## config.mk

```make
export PLATFORM = sky130hd
export DESIGN_NAME = line_rasterizer_unit
export DESIGN_NICKNAME = d
export VERILOG_FILES = /design/src/rtl/core/lrast_pkg.sv /design/src/rtl/core/lrast_front.sv /design/src/rtl/core/lrast_queue.sv /design/src/rtl/core/lrast_back.sv /design/src/rtl/core/line_rasterizer_unit.sv
export SDC_FILE = /design/constraint.sdc
export NUM_CORES = 2
export LEC_CHECK = 0
export ABC_AREA = 1
export BUFFER_PORTS_ARGS = -buffer_cell sky130_fd_sc_hd__buf_2
export CAP_MARGIN = 30
export CORE_MARGIN = 2
export CORE_UTILIZATION = 57
export CTS_CLUSTER_DIAMETER = 200
export DETAILED_ROUTE_END_ITERATION = 16
export HOLD_SLACK_MARGIN = 0.06
export PLACE_DENSITY = 0.85
export RECOVER_POWER = 50
export SYNTH_ARGS = -nofsm -noshare
export SYNTH_HDL_FRONTEND = slang
export SYNTH_HIERARCHICAL = 1
export SYNTH_SLANG_ARGS = --single-unit
```

## constraint.sdc

```tcl
create_clock -name clock -period 8.3 [get_ports clock]
set_clock_uncertainty 0.2 [all_clocks]
set_input_delay 0 -clock clock [delete_from_list [all_inputs] [get_ports clock]]
set_output_delay 0 -clock clock [all_outputs]
set_load 0.1 [all_outputs]
```

## src/rtl/core/lrast_pkg.sv

```systemverilog
package lrast_pkg;

   localparam int COORD_BITS      = 16;
   localparam int CFG_W           = 13;
   localparam int CSR_IDX_W       = 2;
   localparam int ADDR_W          = 24;
   localparam int COLOR_W         = 32;
   localparam int DX_W            = COORD_BITS + 1;
   localparam int NDY_W           = COORD_BITS + 2;
   localparam int ERR_W           = COORD_BITS + 3;
   localparam int QUEUE_DEPTH_DEF = 4;

   localparam logic [CFG_W-1:0] FRAME_WIDTH_RST  = CFG_W'(640);
   localparam logic [CFG_W-1:0] FRAME_HEIGHT_RST = CFG_W'(480);

   localparam logic [CSR_IDX_W-1:0] CSR_FRAME_WIDTH  = CSR_IDX_W'(0);
   localparam logic [CSR_IDX_W-1:0] CSR_FRAME_HEIGHT = CSR_IDX_W'(1);

   typedef enum logic {
      OP_LOAD = 1'b0,
      OP_STEP = 1'b1
   } op_type;

   typedef struct packed {
      op_type                         operation;
      logic signed [COORD_BITS-1:0]   x_start;
      logic signed [COORD_BITS-1:0]   y_start;
      logic signed [COORD_BITS-1:0]   x_end;
      logic signed [COORD_BITS-1:0]   y_end;
      logic [COLOR_W-1:0]             line_color;
   } req_type;

   typedef struct packed {
      logic signed [COORD_BITS-1:0]   pixel_x;
      logic signed [COORD_BITS-1:0]   pixel_y;
      logic [ADDR_W-1:0]              pixel_address;
      logic [COLOR_W-1:0]             pixel_color;
      logic                           write_enable;
      logic                           last;
   } rsp_type;

   typedef struct packed {
      op_type                         operation;
      logic signed [COORD_BITS-1:0]   cur_x;
      logic signed [COORD_BITS-1:0]   cur_y;
      logic signed [COORD_BITS-1:0]   tgt_x;
      logic signed [COORD_BITS-1:0]   tgt_y;
      logic [DX_W-1:0]                delta_x;
      logic signed [NDY_W-1:0]        neg_delta_y;
      logic                           x_direction;
      logic                           y_direction;
      logic signed [ERR_W-1:0]        error_term;
      logic [COLOR_W-1:0]             color;
   } cmd_type;

   typedef struct packed {
      logic active;
      logic load;
      logic emit;
   } bk_stat_type;

endpackage

```

## src/rtl/core/lrast_front.sv

```systemverilog
module lrast_front
   import lrast_pkg::*;
(
   input  req_type req_data,
   output cmd_type cmd_data
);

   logic signed [DX_W-1:0]  x_diff;
   logic signed [DX_W-1:0]  y_diff;
   logic                    x_fwd;
   logic                    y_fwd;
   logic [DX_W-1:0]         abs_dx;
   logic [DX_W-1:0]         abs_dy;
   logic signed [NDY_W-1:0] ndy;

   always_comb begin
      x_diff = DX_W'(req_data.x_end) - DX_W'(req_data.x_start);
      y_diff = DX_W'(req_data.y_end) - DX_W'(req_data.y_start);
      x_fwd  = req_data.x_start < req_data.x_end;
      y_fwd  = req_data.y_start < req_data.y_end;
      abs_dx = x_fwd ? $unsigned(x_diff) : $unsigned(-x_diff);
      abs_dy = y_fwd ? $unsigned(y_diff) : $unsigned(-y_diff);
      ndy    = -$signed({1'b0, abs_dy});

      cmd_data.operation   = req_data.operation;
      cmd_data.cur_x       = req_data.x_start;
      cmd_data.cur_y       = req_data.y_start;
      cmd_data.tgt_x       = req_data.x_end;
      cmd_data.tgt_y       = req_data.y_end;
      cmd_data.delta_x     = abs_dx;
      cmd_data.neg_delta_y = ndy;
      cmd_data.x_direction = !x_fwd;
      cmd_data.y_direction = !y_fwd;
      cmd_data.error_term  = $signed(ERR_W'(abs_dx)) + ERR_W'(ndy);
      cmd_data.color       = req_data.line_color;
   end

endmodule

```

## src/rtl/core/lrast_queue.sv

```systemverilog
module lrast_queue
   import lrast_pkg::*;
#(
   parameter int DEPTH = QUEUE_DEPTH_DEF
)
(
   input  logic    clock,
   input  logic    reset,
   input  cmd_type push_data,
   input  logic    push_valid,
   output logic    push_ready,
   output cmd_type pop_data,
   output logic    pop_valid,
   input  logic    pop_ready
);

   localparam int PTR_W = (DEPTH > 1) ? $clog2(DEPTH) : 1;
   localparam int CNT_W = $clog2(DEPTH + 1);

   cmd_type          entry_ff [DEPTH];
   logic [PTR_W-1:0] wr_ptr_ff, wr_ptr_in;
   logic [PTR_W-1:0] rd_ptr_ff, rd_ptr_in;
   logic [CNT_W-1:0] count_ff, count_in;
   logic             push;
   logic             pop;

   assign push_ready = count_ff != CNT_W'(DEPTH);
   assign pop_valid  = count_ff != '0;
   assign pop_data   = entry_ff[rd_ptr_ff];
   assign push       = push_valid && push_ready;
   assign pop        = pop_valid && pop_ready;

   always_comb begin
      wr_ptr_in = wr_ptr_ff;
      rd_ptr_in = rd_ptr_ff;
      count_in  = count_ff;
      if (push) begin
         wr_ptr_in = (wr_ptr_ff == PTR_W'(DEPTH - 1)) ? '0 : wr_ptr_ff + PTR_W'(1);
      end
      if (pop) begin
         rd_ptr_in = (rd_ptr_ff == PTR_W'(DEPTH - 1)) ? '0 : rd_ptr_ff + PTR_W'(1);
      end
      if (push && !pop) begin
         count_in = count_ff + CNT_W'(1);
      end else if (pop && !push) begin
         count_in = count_ff - CNT_W'(1);
      end
   end

   always_ff @(posedge clock) begin
      if (reset) begin
         wr_ptr_ff <= '0;
         rd_ptr_ff <= '0;
         count_ff  <= '0;
      end else begin
         wr_ptr_ff <= wr_ptr_in;
         rd_ptr_ff <= rd_ptr_in;
         count_ff  <= count_in;
      end
   end

   always_ff @(posedge clock) begin
      if (push) begin
         entry_ff[wr_ptr_ff] <= push_data;
      end
   end

endmodule

```

## src/rtl/core/lrast_back.sv

```systemverilog
module lrast_back
   import lrast_pkg::*;
(
   input  logic              clock,
   input  logic              reset,
   input  cmd_type           cmd_data,
   input  logic              cmd_valid,
   output logic              cmd_ready,
   input  logic [CFG_W-1:0]  frame_width,
   input  logic [CFG_W-1:0]  frame_height,
   output rsp_type           rsp_data,
   output logic              rsp_valid,
   input  logic              rsp_ready,
   output bk_stat_type       stat
);

   localparam int E2_W  = ERR_W + 1;
   localparam int CMP_W = COORD_BITS + CFG_W;

   typedef struct packed {
      logic signed [COORD_BITS-1:0] x;
      logic signed [COORD_BITS-1:0] y;
      logic [COLOR_W-1:0]           color;
      logic                         visible;
      logic                         last;
   } pix_type;

   logic signed [COORD_BITS-1:0] cur_x_ff, cur_x_in;
   logic signed [COORD_BITS-1:0] cur_y_ff, cur_y_in;
   logic signed [COORD_BITS-1:0] tgt_x_ff, tgt_x_in;
   logic signed [COORD_BITS-1:0] tgt_y_ff, tgt_y_in;
   logic [DX_W-1:0]              delta_x_ff, delta_x_in;
   logic signed [NDY_W-1:0]      neg_delta_y_ff, neg_delta_y_in;
   logic                         x_direction_ff, x_direction_in;
   logic                         y_direction_ff, y_direction_in;
   logic signed [ERR_W-1:0]      error_term_ff, error_term_in;
   logic [COLOR_W-1:0]           color_ff, color_in;
   logic                         active_ff, active_in;

   pix_type p1_ff, p1_in;
   logic    p1_valid_ff, p1_valid_in;
   rsp_type p2_ff, p2_in;
   logic    p2_valid_ff, p2_valid_in;
   rsp_type out_ff, out_in;
   logic    out_valid_ff, out_valid_in;

   logic                    is_load;
   logic                    pop;
   logic                    emit;
   logic                    p1_ready;
   logic                    p2_ready;
   logic                    out_ready;
   logic signed [E2_W-1:0]  e2;
   logic signed [E2_W-1:0]  ndy_ext;
   logic signed [E2_W-1:0]  dx_ext;
   logic signed [ERR_W-1:0] add_x;
   logic signed [ERR_W-1:0] add_y;
   logic                    x_cond;
   logic                    y_cond;
   logic                    x_done;
   logic                    y_done;
   logic                    step_x;
   logic                    step_y;
   logic                    x_in_frame;
   logic                    y_in_frame;

   assign out_ready = !out_valid_ff || rsp_ready;
   assign p2_ready  = !p2_valid_ff || out_ready;
   assign p1_ready  = !p1_valid_ff || p2_ready;
   assign is_load   = cmd_data.operation == OP_LOAD;
   assign cmd_ready = is_load || !active_ff || p1_ready;
   assign pop       = cmd_valid && cmd_ready;
   assign emit      = pop && !is_load && active_ff;

   // walker: one pixel and one error update per step transaction on an active line
   always_comb begin
      e2      = {error_term_ff, 1'b0};
      ndy_ext = E2_W'(neg_delta_y_ff);
      dx_ext  = $signed(E2_W'(delta_x_ff));
      x_cond  = e2 >= ndy_ext;
      x_done  = x_cond && (cur_x_ff == tgt_x_ff);
      step_x  = x_cond && !x_done;
      y_cond  = !x_done && (e2 <= dx_ext);
      y_done  = y_cond && (cur_y_ff == tgt_y_ff);
      step_y  = y_cond && !y_done;
      add_x   = step_x ? ERR_W'(neg_delta_y_ff) : '0;
      add_y   = step_y ? $signed(ERR_W'(delta_x_ff)) : '0;

      x_in_frame = !cur_x_ff[COORD_BITS-1] &&
                   (CMP_W'($unsigned(cur_x_ff)) < CMP_W'(frame_width));
      y_in_frame = !cur_y_ff[COORD_BITS-1] &&
                   (CMP_W'($unsigned(cur_y_ff)) < CMP_W'(frame_height));

      cur_x_in       = cur_x_ff;
      cur_y_in       = cur_y_ff;
      tgt_x_in       = tgt_x_ff;
      tgt_y_in       = tgt_y_ff;
      delta_x_in     = delta_x_ff;
      neg_delta_y_in = neg_delta_y_ff;
      x_direction_in = x_direction_ff;
      y_direction_in = y_direction_ff;
      error_term_in  = error_term_ff;
      color_in       = color_ff;
      active_in      = active_ff;

      if (pop && is_load) begin
         cur_x_in       = cmd_data.cur_x;
         cur_y_in       = cmd_data.cur_y;
         tgt_x_in       = cmd_data.tgt_x;
         tgt_y_in       = cmd_data.tgt_y;
         delta_x_in     = cmd_data.delta_x;
         neg_delta_y_in = cmd_data.neg_delta_y;
         x_direction_in = cmd_data.x_direction;
         y_direction_in = cmd_data.y_direction;
         error_term_in  = cmd_data.error_term;
         color_in       = cmd_data.color;
         active_in      = 1'b1;
      end else if (emit) begin
         error_term_in = error_term_ff + add_x + add_y;
         if (step_x) begin
            cur_x_in = x_direction_ff ? cur_x_ff - COORD_BITS'(1)
                                      : cur_x_ff + COORD_BITS'(1);
         end
         if (step_y) begin
            cur_y_in = y_direction_ff ? cur_y_ff - COORD_BITS'(1)
                                      : cur_y_ff + COORD_BITS'(1);
         end
         if (x_done || y_done) begin
            active_in = 1'b0;
         end
      end
   end

   // pixel pipeline: walker -> multiply -> address add
   always_comb begin
      p1_valid_in = p1_ready ? emit : p1_valid_ff;
      p1_in       = p1_ff;
      if (emit) begin
         p1_in.x       = cur_x_ff;
         p1_in.y       = cur_y_ff;
         p1_in.color   = color_ff;
         p1_in.visible = x_in_frame && y_in_frame;
         p1_in.last    = x_done || y_done;
      end

      p2_valid_in = p2_ready ? p1_valid_ff : p2_valid_ff;
      p2_in       = p2_ff;
      if (p2_ready && p1_valid_ff) begin
         p2_in.pixel_x       = p1_ff.x;
         p2_in.pixel_y       = p1_ff.y;
         p2_in.pixel_address = p1_ff.visible ?
            ADDR_W'(ADDR_W'($unsigned(p1_ff.y)) * ADDR_W'(frame_width)) : '0;
         p2_in.pixel_color   = p1_ff.color;
         p2_in.write_enable  = p1_ff.visible;
         p2_in.last          = p1_ff.last;
      end

      out_valid_in = out_ready ? p2_valid_ff : out_valid_ff;
      out_in       = out_ff;
      if (out_ready && p2_valid_ff) begin
         out_in = p2_ff;
         if (p2_ff.write_enable) begin
            out_in.pixel_address = p2_ff.pixel_address + ADDR_W'($unsigned(p2_ff.pixel_x));
         end
      end
   end

   always_ff @(posedge clock) begin
      if (reset) begin
         active_ff    <= 1'b0;
         p1_valid_ff  <= 1'b0;
         p2_valid_ff  <= 1'b0;
         out_valid_ff <= 1'b0;
      end else begin
         active_ff    <= active_in;
         p1_valid_ff  <= p1_valid_in;
         p2_valid_ff  <= p2_valid_in;
         out_valid_ff <= out_valid_in;
      end
   end

   always_ff @(posedge clock) begin
      cur_x_ff       <= cur_x_in;
      cur_y_ff       <= cur_y_in;
      tgt_x_ff       <= tgt_x_in;
      tgt_y_ff       <= tgt_y_in;
      delta_x_ff     <= delta_x_in;
      neg_delta_y_ff <= neg_delta_y_in;
      x_direction_ff <= x_direction_in;
      y_direction_ff <= y_direction_in;
      error_term_ff  <= error_term_in;
      color_ff       <= color_in;
      p1_ff          <= p1_in;
      p2_ff          <= p2_in;
      out_ff         <= out_in;
   end

   assign rsp_data    = out_ff;
   assign rsp_valid   = out_valid_ff;
   assign stat.active = active_ff;
   assign stat.load   = pop && is_load;
   assign stat.emit   = emit;

endmodule

```

## src/rtl/core/line_rasterizer_unit.sv

```systemverilog
// A step transaction's pixel passes, after acceptance, through the command queue,
// the walker register, the multiply register and the output register.
// Throughput: one transaction per cycle, loads and steps alike, unless a step
// waits on a stalled pixel pipeline; the error/coordinate recurrence sets it.
// Reset (synchronous): queue and pipeline empty, no line active,
// frame size 640 x 480.
module line_rasterizer_unit
   import lrast_pkg::*;
#(
   parameter int QUEUE_DEPTH = QUEUE_DEPTH_DEF
)
(
   input  logic                 clock,
   input  logic                 reset,
   input  req_type              req_data,
   input  logic                 req_valid,
   output logic                 req_ready,
   output rsp_type              rsp_data,
   output logic                 rsp_valid,
   input  logic                 rsp_ready,
   input  logic [CSR_IDX_W-1:0] csr_index,
   input  logic [CFG_W-1:0]     csr_data,
   input  logic                 csr_valid,
   output logic                 csr_ready
);

   logic [CFG_W-1:0] frame_width_ff, frame_width_in;
   logic [CFG_W-1:0] frame_height_ff, frame_height_in;

   cmd_type     front_cmd;
   cmd_type     queue_cmd;
   logic        queue_valid;
   logic        queue_ready;
   bk_stat_type bk_stat;

   assign csr_ready = 1'b1;

   always_comb begin
      frame_width_in  = frame_width_ff;
      frame_height_in = frame_height_ff;
      if (csr_valid && csr_ready) begin
         case (csr_index)
            CSR_FRAME_WIDTH:  frame_width_in  = csr_data;
            CSR_FRAME_HEIGHT: frame_height_in = csr_data;
            default: ;
         endcase
      end
   end

   always_ff @(posedge clock) begin
      if (reset) begin
         frame_width_ff  <= FRAME_WIDTH_RST;
         frame_height_ff <= FRAME_HEIGHT_RST;
      end else begin
         frame_width_ff  <= frame_width_in;
         frame_height_ff <= frame_height_in;
      end
   end

   lrast_front u_front (
      .req_data (req_data),
      .cmd_data (front_cmd)
   );

   lrast_queue #(
      .DEPTH (QUEUE_DEPTH)
   ) u_queue (
      .clock      (clock),
      .reset      (reset),
      .push_data  (front_cmd),
      .push_valid (req_valid),
      .push_ready (req_ready),
      .pop_data   (queue_cmd),
      .pop_valid  (queue_valid),
      .pop_ready  (queue_ready)
   );

   lrast_back u_back (
      .clock        (clock),
      .reset        (reset),
      .cmd_data     (queue_cmd),
      .cmd_valid    (queue_valid),
      .cmd_ready    (queue_ready),
      .frame_width  (frame_width_ff),
      .frame_height (frame_height_ff),
      .rsp_data     (rsp_data),
      .rsp_valid    (rsp_valid),
      .rsp_ready    (rsp_ready),
      .stat         (bk_stat)
   );

   a_idle_after_reset: assert property (@(posedge clock)
      $past(reset) |-> !rsp_valid)
      else $error("result valid right after reset");

   a_emit_needs_line: assert property (@(posedge clock) disable iff (reset)
      bk_stat.emit |-> bk_stat.active)
      else $error("pixel emitted with no active line");

   a_load_activates: assert property (@(posedge clock) disable iff (reset)
      bk_stat.load |=> bk_stat.active)
      else $error("line not active after load");

endmodule
```

==> summary.md <==
| Metric | Value |
|---|---|
| Outcome | finished with violations |
| Failing checks | max-capacitance violations, max-slew violations |
| Number of global-route vias before repair | 38,280 |
| Max rail drop VDD | 0.0004693 V |
| CP Class | reg2reg |
| Average vias per placed instance | 5.792 |
| WL/cell | 21.00 um |
| Overall Global Routing Usage | 0.2811 |
| Metal-1 WL | ~53 mm |
| RSZ-0062 raised after global routing | no |
| Area occupied by multi-input gates | 18,880 um2 |
| CP endpoint kind | flip-flop |
| Logic pwr share | 0.437 |
| Sw frac | 0.4127 |
| Cells after synthesis | 4,899 |
| Avg Inst Size Synth | 11.06 um2 |
| Setup TNS | 0 ps |
| Filler cells | 6,782 |
| Synthesized net count | 5,417 |
| Area grow syn2layout | 12.83% |
| Vias after detailed routing | 38,230 |
| Slew Limit Headroom | -2.100 |
| Die area | between 90,000 and 100,000 um2 |
| First-pass GRT wire length | 213.1 mm |
| DR pass1 iterations | 7 |
| Met2 wire length | around 67 mm |
| DR iter-0 viols | 4,538 |
| Max-slew violation count | 509 |
| Grt total ovfl | 0 |
| Cts hold-fix bufs | approximately 270 |
| Worst setup SP type | flip-flop |
| Core box area | 94,590 um2 |
| Clk_lat worst skew | 700 ps |
| Layout cells sized above 1 | 0.06201 |
| Crit path buffers/inverters | 3 |
| Worst hold path class | in2reg |
| Starting Density | 0.5731 |
| Synthesized cell area | 54,200 um2 |
| Number of max-cap violations | 10 |
| Arrival time worst endpoint | between 6000 and 7000 ps |
| DR top layer | met5 |
| Die Width | ~310 um |
| FP Rows | 113 |
| Internal power | between 10,000 and 15,000 uW |
| Largest net degree at the start of global routing | 176 |
| CP peak stage delay | about 2000 ps |
| Fmax | 157.3 MHz |
| Root Driver | clkbuf_16 |
| Crit-path cells | inv_4 -> clkbuf_1 -> buf_4 -> o21ai_0 -> o22ai_1 -> nand2_1 -> o21ai_1 |
| # resized after CTS | 0 |
| Reg area | 31,110 um2 |
| CTS clk-pin slew, worst paths | 70 ps |
| Hold WS | 61.93 ps |
| Remaining antenna violation count | 0 |
| Crit path time final | 6359 ps |
| Critical path's top delay family | buffers and inverters |
| CP max FO | 61 |
| Power per Cell Area | 381.4 nW/um2 |
| CTS Sinks | 1,049 |
| Setup ws final | around 1900 ps |
| Met3 WL | 12.31 mm |
| CTS Buf Count | 101 |
| Port Buffer Count | around 210 |
| Final net count | 5,754 |
| Initial antenna violation count | 18 |
| Slew @ Worst Pin | 4650 ps |
| Sw Pwr | 9627 uW |
| Detailed-route DRC error count | 0 |
| H-Tree Depth | 3 |
| Drt total wl | 138.6 mm |
| Worst slack at placement | 2695 ps |
| Sequential group share of total power | 0.359 |
| Clock tree from TritonCTS | built |
| Max clock buf depth | 3 |
| Post-CTS Setup Inserts | 0 |
| Die height | approximately 310 um |
| Final setup fails | 0 |
| Final hold vios | 0 |
| Clk network pwr share | 0.204 |
| Tcrit/Tclk final | 0.7662 |
| DP HPWL | 86.81 mm |
| Hold Crit Start | csr_data[8] |
| R2R Setup Slk | approximately 1900 ps |
| LEAKAGE | 0.02459 uW |
| Gpl congestion | 0.9261 |
| Syn. warnings | 6 |
| Critical-path top delay cell | clkbuf_1 |
| # IOs | between 200 and 250 |
| CP Data Required Time | 8630 ps |
## routing by layer
metal  up-vias  GRT usage
li1      17280          -
met1     18410     0.3597
met2      2079     0.4672
met3       445    0.05289
met4        12     0.1284
met5         -          0
## sequential cells by signal, indices dropped and copies added, names as in the netlist, 16 cells and up, named ones only
register,count
u_back/color_ff,32
u_back/cur_x_ff,16
u_back/cur_y_ff,16
u_back/delta_x_ff,17
u_back/error_term_ff,19
u_back/neg_delta_y_ff,18
u_back/p1_ff,66
u_back/p2_ff,90
u_back/rsp_data,90
u_back/tgt_x_ff,16
u_back/tgt_y_ff,16
u_queue/entry_ff,612
## power groups by stage
stage	combinational, uW	sequential, uW	clock (uW)
detailed placement	9780	8420	0
global placement	9450	8360	0
floorplan	7490	8210	0
global route	11400	8450	4990
finish	10200	8370	4760
CTS	10000	8320	4770
## path summary, 6_finish.rpt
| kind | end | cells after the start |
|---|---|---|
| setup / recovery | u_back/cur_y_ff[6] | 7 |
| hold / removal | frame_width_ff[8] | 6 |
| setup reg to reg | u_back/cur_y_ff[6] | 7 |
| hold reg to reg | u_back/p2_ff[27] | 0 |
## metrics by stage
step | cell area (um2) | total power (uW) | utilization | instances
5_1_grt | 61140 | 24800 | 0.6464 | 6597
6_report | 61150 | 23330 | 0.6465 | 6601
4_1_cts | 61470 | 23080 | 0.6498 | 6585
3_3_place_gp | 55360 | 17820 | 0.5852 | 6129
2_1_floorplan | 54200 | 15700 | - | 4899
3_5_place_dp | 55380 | 18200 | 0.5855 | 6130
## worst reg2reg max path: stages, from the launching register on
cell and delay, ps:
dfxtp_1 1280, inv_4 1010, clkbuf_1 2010, buf_4 810, o21ai_0 270, o22ai_1 350
nand2_1 120, o21ai_1 150
## area by class of cell
| cell class | instances | share of cell area |
|---|---|---|
| diodes | 14 | 0.0005729 |
| well taps | 1265 | 0.02588 |
| inverters | 628 | 0.03877 |
| clock inverters | 64 | 0.01307 |
| repair buffers | 502 | 0.06119 |
| flip-flops and latches | 1049 | 0.5088 |
| clock buffers | 125 | 0.04296 |
| multi-input cells | 2954 | 0.3088 |
## cells in the final DEF, fill, tap and decap left out, types with 45 or more instances in the layout
| master | instances |
|---|---|
| edfxtp_1 | 1010 |
| nand2_1 | 741 |
| inv_1 | 610 |
| nor2_1 | 492 |
| o21ai_0 | 372 |
| dlygate4sd3_1 | 266 |
| ha_1 | 230 |
| clkbuf_1 | 192 |
| a21oi_1 | 189 |
| fa_1 | 171 |
| o22ai_1 | 153 |
| nand3_1 | 128 |
| clkbuf_16 | 101 |
| xor2_1 | 86 |
| o21ai_1 | 63 |
| xnor2_1 | 53 |
| nand4_1 | 45 |
| buf_2 | 45 |
(Power assumes the default switching activity.)
